<file path="config.mk">
export PLATFORM = sky130hd
export DESIGN_NAME = fbpa_ctrl
export DESIGN_NICKNAME = d
export VERILOG_FILES = /design/src/rtl/fbpa_pkg.sv /design/src/rtl/fbpa_ctrl.sv
export SDC_FILE = /design/constraint.sdc
export NUM_CORES = 1
export LEC_CHECK = 0
export ABC_AREA = 1
export BUFFER_PORTS_ARGS = -buffer_cell sky130_fd_sc_hd__buf_2
export CORE_AREA = 4 4 41 43
export CTS_BUF_LIST = sky130_fd_sc_hd__clkbuf_16
export CTS_CLUSTER_SIZE = 25
export DETAILED_ROUTE_END_ITERATION = 10
export DIE_AREA = 0 0 45 47
export GPL_ROUTABILITY_DRIVEN = 0
export RECOVER_POWER = 50
export SETUP_SLACK_MARGIN = 0.02
export SYNTH_ARGS = -nofsm -noshare
export SYNTH_HDL_FRONTEND = slang
export SYNTH_SLANG_ARGS = --single-unit
</file>
<file path="constraint.sdc">
create_clock -name clk -period 1.4 [get_ports clk]
set_clock_uncertainty 0.15 [all_clocks]
set_input_delay 0.14 -clock clk [delete_from_list [all_inputs] [get_ports clk]]
set_output_delay 0.14 -clock clk [all_outputs]
set_load 0.05 [all_outputs]
</file>
<file path="src/rtl/fbpa_pkg.sv">
`timescale 1ns / 1ps
`default_nettype none
// ----------------------------------------------------------------------------
// fbpa_pkg
// shared types, codes and defaults of the fixed block pool allocator
// ----------------------------------------------------------------------------
package fbpa_pkg;

    // defaults for the top-level parameters
    localparam int POOL_BLOCKS_DEF = 1024;
    localparam int ADDR_BITS_DEF   = 32;

    // fixed field widths
    localparam int DATA_W  = 32;
    localparam int LOG2_W  = 5;
    localparam int CFGCNT_W = 11;
    localparam int FUNC_W  = 2;
    localparam int STAT_W  = 3;
    localparam int REGIDX_W = 2;

    // block size limits (log2 of bytes)
    localparam logic [LOG2_W-1:0] LOG2_MIN = 5'd4;
    localparam logic [LOG2_W-1:0] LOG2_MAX = 5'd16;

    // register reset values
    localparam logic [DATA_W-1:0]   BASE_RST  = 32'd0;
    localparam logic [LOG2_W-1:0]   LOG2_RST  = 5'd4;
    localparam logic [CFGCNT_W-1:0] COUNT_RST = 11'd1024;

    // configuration register indexes
    localparam logic [REGIDX_W-1:0] REG_BASE  = 2'd0;
    localparam logic [REGIDX_W-1:0] REG_LOG2  = 2'd1;
    localparam logic [REGIDX_W-1:0] REG_COUNT = 2'd2;

    typedef enum logic [FUNC_W-1:0] {
        FN_ALLOC   = 2'd0,
        FN_FREE    = 2'd1,
        FN_INIT    = 2'd2,
        FN_DESTROY = 2'd3
    } func_t;

    typedef enum logic [STAT_W-1:0] {
        ST_OK         = 3'd0,
        ST_EMPTY      = 3'd1,
        ST_INACTIVE   = 3'd2,
        ST_RANGE      = 3'd3,
        ST_MISALIGNED = 3'd4
    } status_t;

    // controller to datapath commands
    typedef struct packed {
        logic accept;   // input beat taken, run first stage
        logic walk;     // write one link of the init walk
        logic commit;   // finish the item, load the output register
    } cmd_t;

endpackage : fbpa_pkg
`default_nettype wire

</file>
<file path="src/rtl/fbpa_ctrl.sv">
`timescale 1ns / 1ps
`default_nettype none
// ----------------------------------------------------------------------------
// fbpa_ctrl
// controller: input handshake, init walk sequencing and output valid
// ----------------------------------------------------------------------------
module fbpa_ctrl
    import fbpa_pkg::*;
(
    input  wire logic              clk,
    input  wire logic              rst_n,
    input  wire logic              in_valid,
    input  wire logic [FUNC_W-1:0] in_func,
    input  wire logic              out_ready,
    input  wire logic              walk_last,
    output logic                   in_ready,
    output logic                   out_valid,
    output cmd_t                   cmd
);

    typedef enum logic [1:0] {
        S_IDLE,
        S_WALK,
        S_EXEC
    } state_t;

    state_t state_reg, state_next;
    logic   ready_reg, ready_next;
    logic   valid_reg, valid_next;
    logic   out_free;

    // commands from current state
    always_comb
    begin
        out_free   = !valid_reg || out_ready;
        cmd.accept = in_valid && ready_reg;
        cmd.walk   = (state_reg == S_WALK);
        cmd.commit = (state_reg == S_EXEC) && out_free;
    end

    // next state
    always_comb
    begin
        state_next = state_reg;
        ready_next = ready_reg;
        valid_next = valid_reg;
        if (out_ready)
            valid_next = 1'b0;
        case (state_reg)
            S_IDLE:
            begin
                if (cmd.accept)
                begin
                    ready_next = 1'b0;
                    if (func_t'(in_func) == FN_INIT)
                        state_next = S_WALK;
                    else
                        state_next = S_EXEC;
                end
            end
            S_WALK:
            begin
                if (walk_last)
                    state_next = S_EXEC;
            end
            S_EXEC:
            begin
                if (out_free)
                begin
                    valid_next = 1'b1;
                    ready_next = 1'b1;
                    state_next = S_IDLE;
                end
            end
            default:
            begin
                state_next = S_IDLE;
                ready_next = 1'b1;
            end
        endcase
    end

    always_ff @(posedge clk or negedge rst_n)
    begin
        if (!rst_n)
        begin
            state_reg <= S_IDLE;
            ready_reg <= 1'b1;
            valid_reg <= 1'b0;
        end
        else
        begin
            state_reg <= state_next;
            ready_reg <= ready_next;
            valid_reg <= valid_next;
        end
    end

    assign in_ready  = ready_reg;
    assign out_valid = valid_reg;

endmodule : fbpa_ctrl
`default_nettype wire

</file>
Word level (Yosys, flattened, before mapping). Cells that the tools add are included.

Mux-type cells: 11. Equality and inequality tests: 6. Reductions and logical operators: 7. Bitwise logic cells: 1.

Operator list (number): $mux W2 (4); $ne A2 B2 Y1 const B (3); $pmux W2 S3 (1); $reduce_and A3 Y1 (2); $mux W1 (5); $eq A2 B2 Y1 const B (2); $pmux W1 S3 (1); $eq A2 B1 Y1 const B (1); $logic_and A1 B1 Y1 (2); $logic_not A2 Y1 (1); $logic_not A1 Y1 (1); $logic_or A1 B1 Y1 (1); $not A1 Y1 (1).

Output and inout port bits: 5. Register bits: 4. Word-level logic and storage cells: 28. Bits of input ports: 7.

Longest topological paths before layout.
Word-level depth: 4. Mapped depth: 6. Depth with buffers taken out: 6.

Least setup slack after synthesis. No wires, ideal clock.

Path type: register to output. From: register valid_reg, in the netlist out_valid. To: output port cmd[0] in the netlist's numbering. Required time: 1.110 ns. Buffers on the path: 0. Arrival time: 1.413 ns. Cell stages (with the launch flop): 4. Path slack: -0.303 ns. Path through: dfrtp_1 inv_1 nor2_1 nor2_1.

RTL lines: start: declaration (line fbpa_ctrl.sv:29) `logic valid_reg, valid_next;`; start signal: assignment (line fbpa_ctrl.sv:95) `valid_reg <= valid_next;`; end: declaration (line fbpa_ctrl.sv:18) `output cmd_t cmd`.

==> impl_metrics.tcl <==
set metrics [dict create \
    cts_buffer_depth 2 \
    rows 13 \
    synthMuxAreaShare_pct 0 \
    dr.pass1.iters 3 \
    wl_per_cell_um 10.2 \
    max-vdd-ir-drop_v 0.000885 \
    cts_tree "done" \
    syn_nets 40 \
    max_slew_margin_pct 81.5 \
    grt_max_degree 7 \
    largest_reg_flops 2 \
    yosys_warnings 0 \
    grt_pass1_vias 251 \
    synth.distinct_cells 13 \
    synth-seq-cells 4 \
    die_width_um 45 \
    max_freq_ghz 0.744 \
    fin_crit_ns 1.34 \
    rsz0062_at_grt "yes" \
    cp_max_fo 3 \
    maxCapViolCount 0 \
    synth_area_per_cell_um2 7.13 \
    drv_slew 0 \
    synthAdderAreaFrac_pct 0 \
    synth_compound_area_share_pct 10.6 \
    cp.required_ns 1.11 \
    pin_count 12 \
    drt-initial-drc-count 3 \
    h-tree-depth 1 \
    run_status "finished clean" \
    grt_pass1_wl_um 1010 \
    synth-xor-area-share_pct 0 \
    grt_usage_pct 7.44 \
    setup_ws_ns 0.0555 \
    overflow 0 \
    fillers 147 \
    tightest_slew_ns 0.279 \
    fin_nets 60 \
    start_util_pct 18.1 \
    crit_slowest_cell "dfstp_2" \
    numCtsBuffers 3 \
    num_vias 279 \
    crit_type "flop to primary output" \
    pre_cts_ws_ns 0.113 \
    crit_path_max_incr_delay_ns 0.54 \
    path_cells "nand2_2, clkinvlp_4, buf_6" \
    regArea_um2 104 \
    min_path_type "input pin to flop" \
    dp.cells 59 \
    fin_crit_sh_pct 96.0 \
    core_mm2 0.00130 \
    viasPerCell 4.16 \
    dpl.hpwl_um 472 \
    antenna_found_initial 0 \
    io_buffers 11 \
    end_kind "primary output" \
    leakage_nw 0.236 \
    powerDensity_mw_per_mm2 1280 \
    fin_cells 67 \
    clock-sinks 4 \
    drive_gt1_share_pct 53.8 \
    ys_seq_area_share_pct 43.1 \
    cts_root_buffer "clkbuf_16" \
    fin_setup_tns_ns 0 \
    multi_input_area_um2 121 \
    layout_common_cells "nand2_1 (6), inv_1 (6), buf_2 (6)" \
    worstSkewPairLatency_ns 0.23 \
    setup_viol 0 \
    ant_nets 0 \
    synth_top_family_by_area "simple AND/OR/NAND/NOR gates" \
    hold_violations 0 \
    critPathArrivalTime_ns 1.05 \
    syn2layout_area_growth_pct 96.3 \
    start_kind "flop" \
    route.detailed.drc 0 \
    die_y_um 47 \
    syn_area_um2 235 \
    synth-simple-area-share_pct 33.5 \
    n_antenna_cell 0 \
    dieArea_mm2 0.00212 \
    synth_cells 33 \
    drt_wl_total_um 686 \
    clk_pin_slew_worst_paths_ns 0.03 \
]
critical path: cells and delay by family, from the launching register on:
kind / cells / cell delay (ns)
simple gates: 1 / 0.08
buf+inv: 2 / 0.21
flops: 1 / 0.54
logic make-up after synthesis:
logic type / count (synthesis)
and+or+nand+nor: 17
buffers and inverters: 8
DFF: 4
AOI/OAI and AO/OA: 4
routing by layer:
layer	GRT usage, %	vias up	part of all wire (%)
met4	10.5	0	7.4
li1	-	142	-
met2	11.0	12	46
met1	6.86	121	36
met3	2.68	4	9.6
met5	0	-	0
area by class of cell:
type / instances / share of cell area, %
Clock buffer: 3 / 16.3
Clock inverter: 1 / 0.813
Inverter: 8 / 7.32
Multi-Input combinational cell: 21 / 26.3
Sequential cell: 4 / 22.5
Tap cell: 15 / 4.07
Timing Repair Buffer: 15 / 22.8
synthesized netlist by cell type:
cell type / count / area [um2]
o21bai_1: 1 / 7.51
o21ai_0: 1 / 5.00
nor2_1: 3 / 11.3
nand3_1: 3 / 15.0
dfrtp_1: 3 / 75.1
o31ai_1: 1 / 7.51
nand2_2: 2 / 12.5
nor2_2: 1 / 6.26
dfstp_2: 1 / 26.3
inv_1: 8 / 30.0
nand2_1: 7 / 26.3
nand3b_1: 1 / 7.51
a21oi_1: 1 / 5.00
power breakdown:
part                  switching [mW]  internal (mW)
logic                        0.00711        0.00897
clock network                 0.0872          0.369
registers      0.0000000000000000545          0.116
total                         0.0943          0.495
worst paths after layout:
kind	startpoint	end	slack, ns	cells past startpoint
max	in_ready	cmd[2]	0.06	3
max reg2reg	state_reg[1]	state_reg[1]	0.20	6
min in group asynchronous	rst_n	state_reg[1]	0.12	2
min	out_ready	in_ready	0.02	3
min reg2reg	in_ready	in_ready	0.32	2
max in group asynchronous	rst_n	in_ready	0.72	2
stage by stage:
| step | hold slack [ns] | area, um2 | utilization (%) | total power [mW] |
|---|---|---|---|---|
| floorplan | -0.306 | 248 | - | 0.121 |
| global placement | -0.203 | 322 | 24.7 | 0.131 |
| detailed placement | -0.198 | 322 | 24.7 | 0.132 |
| CTS | 0.0218 | 444 | 34.1 | 0.597 |
| global route | 0.0443 | 462 | 35.5 | 0.611 |
| finish | 0.0220 | 462 | 35.5 | 0.589 |
what timing repair did:
action                                 CTS  global route
pin swaps                                1             0
gates resized for setup                 11             1
setup endpoints to repair                3             2
buffers inserted                         1             2
endpoints found under the hold margin    4             0
hold buffers                             1             0
cloned                                   0             0
(Power assumes the default switching activity.)
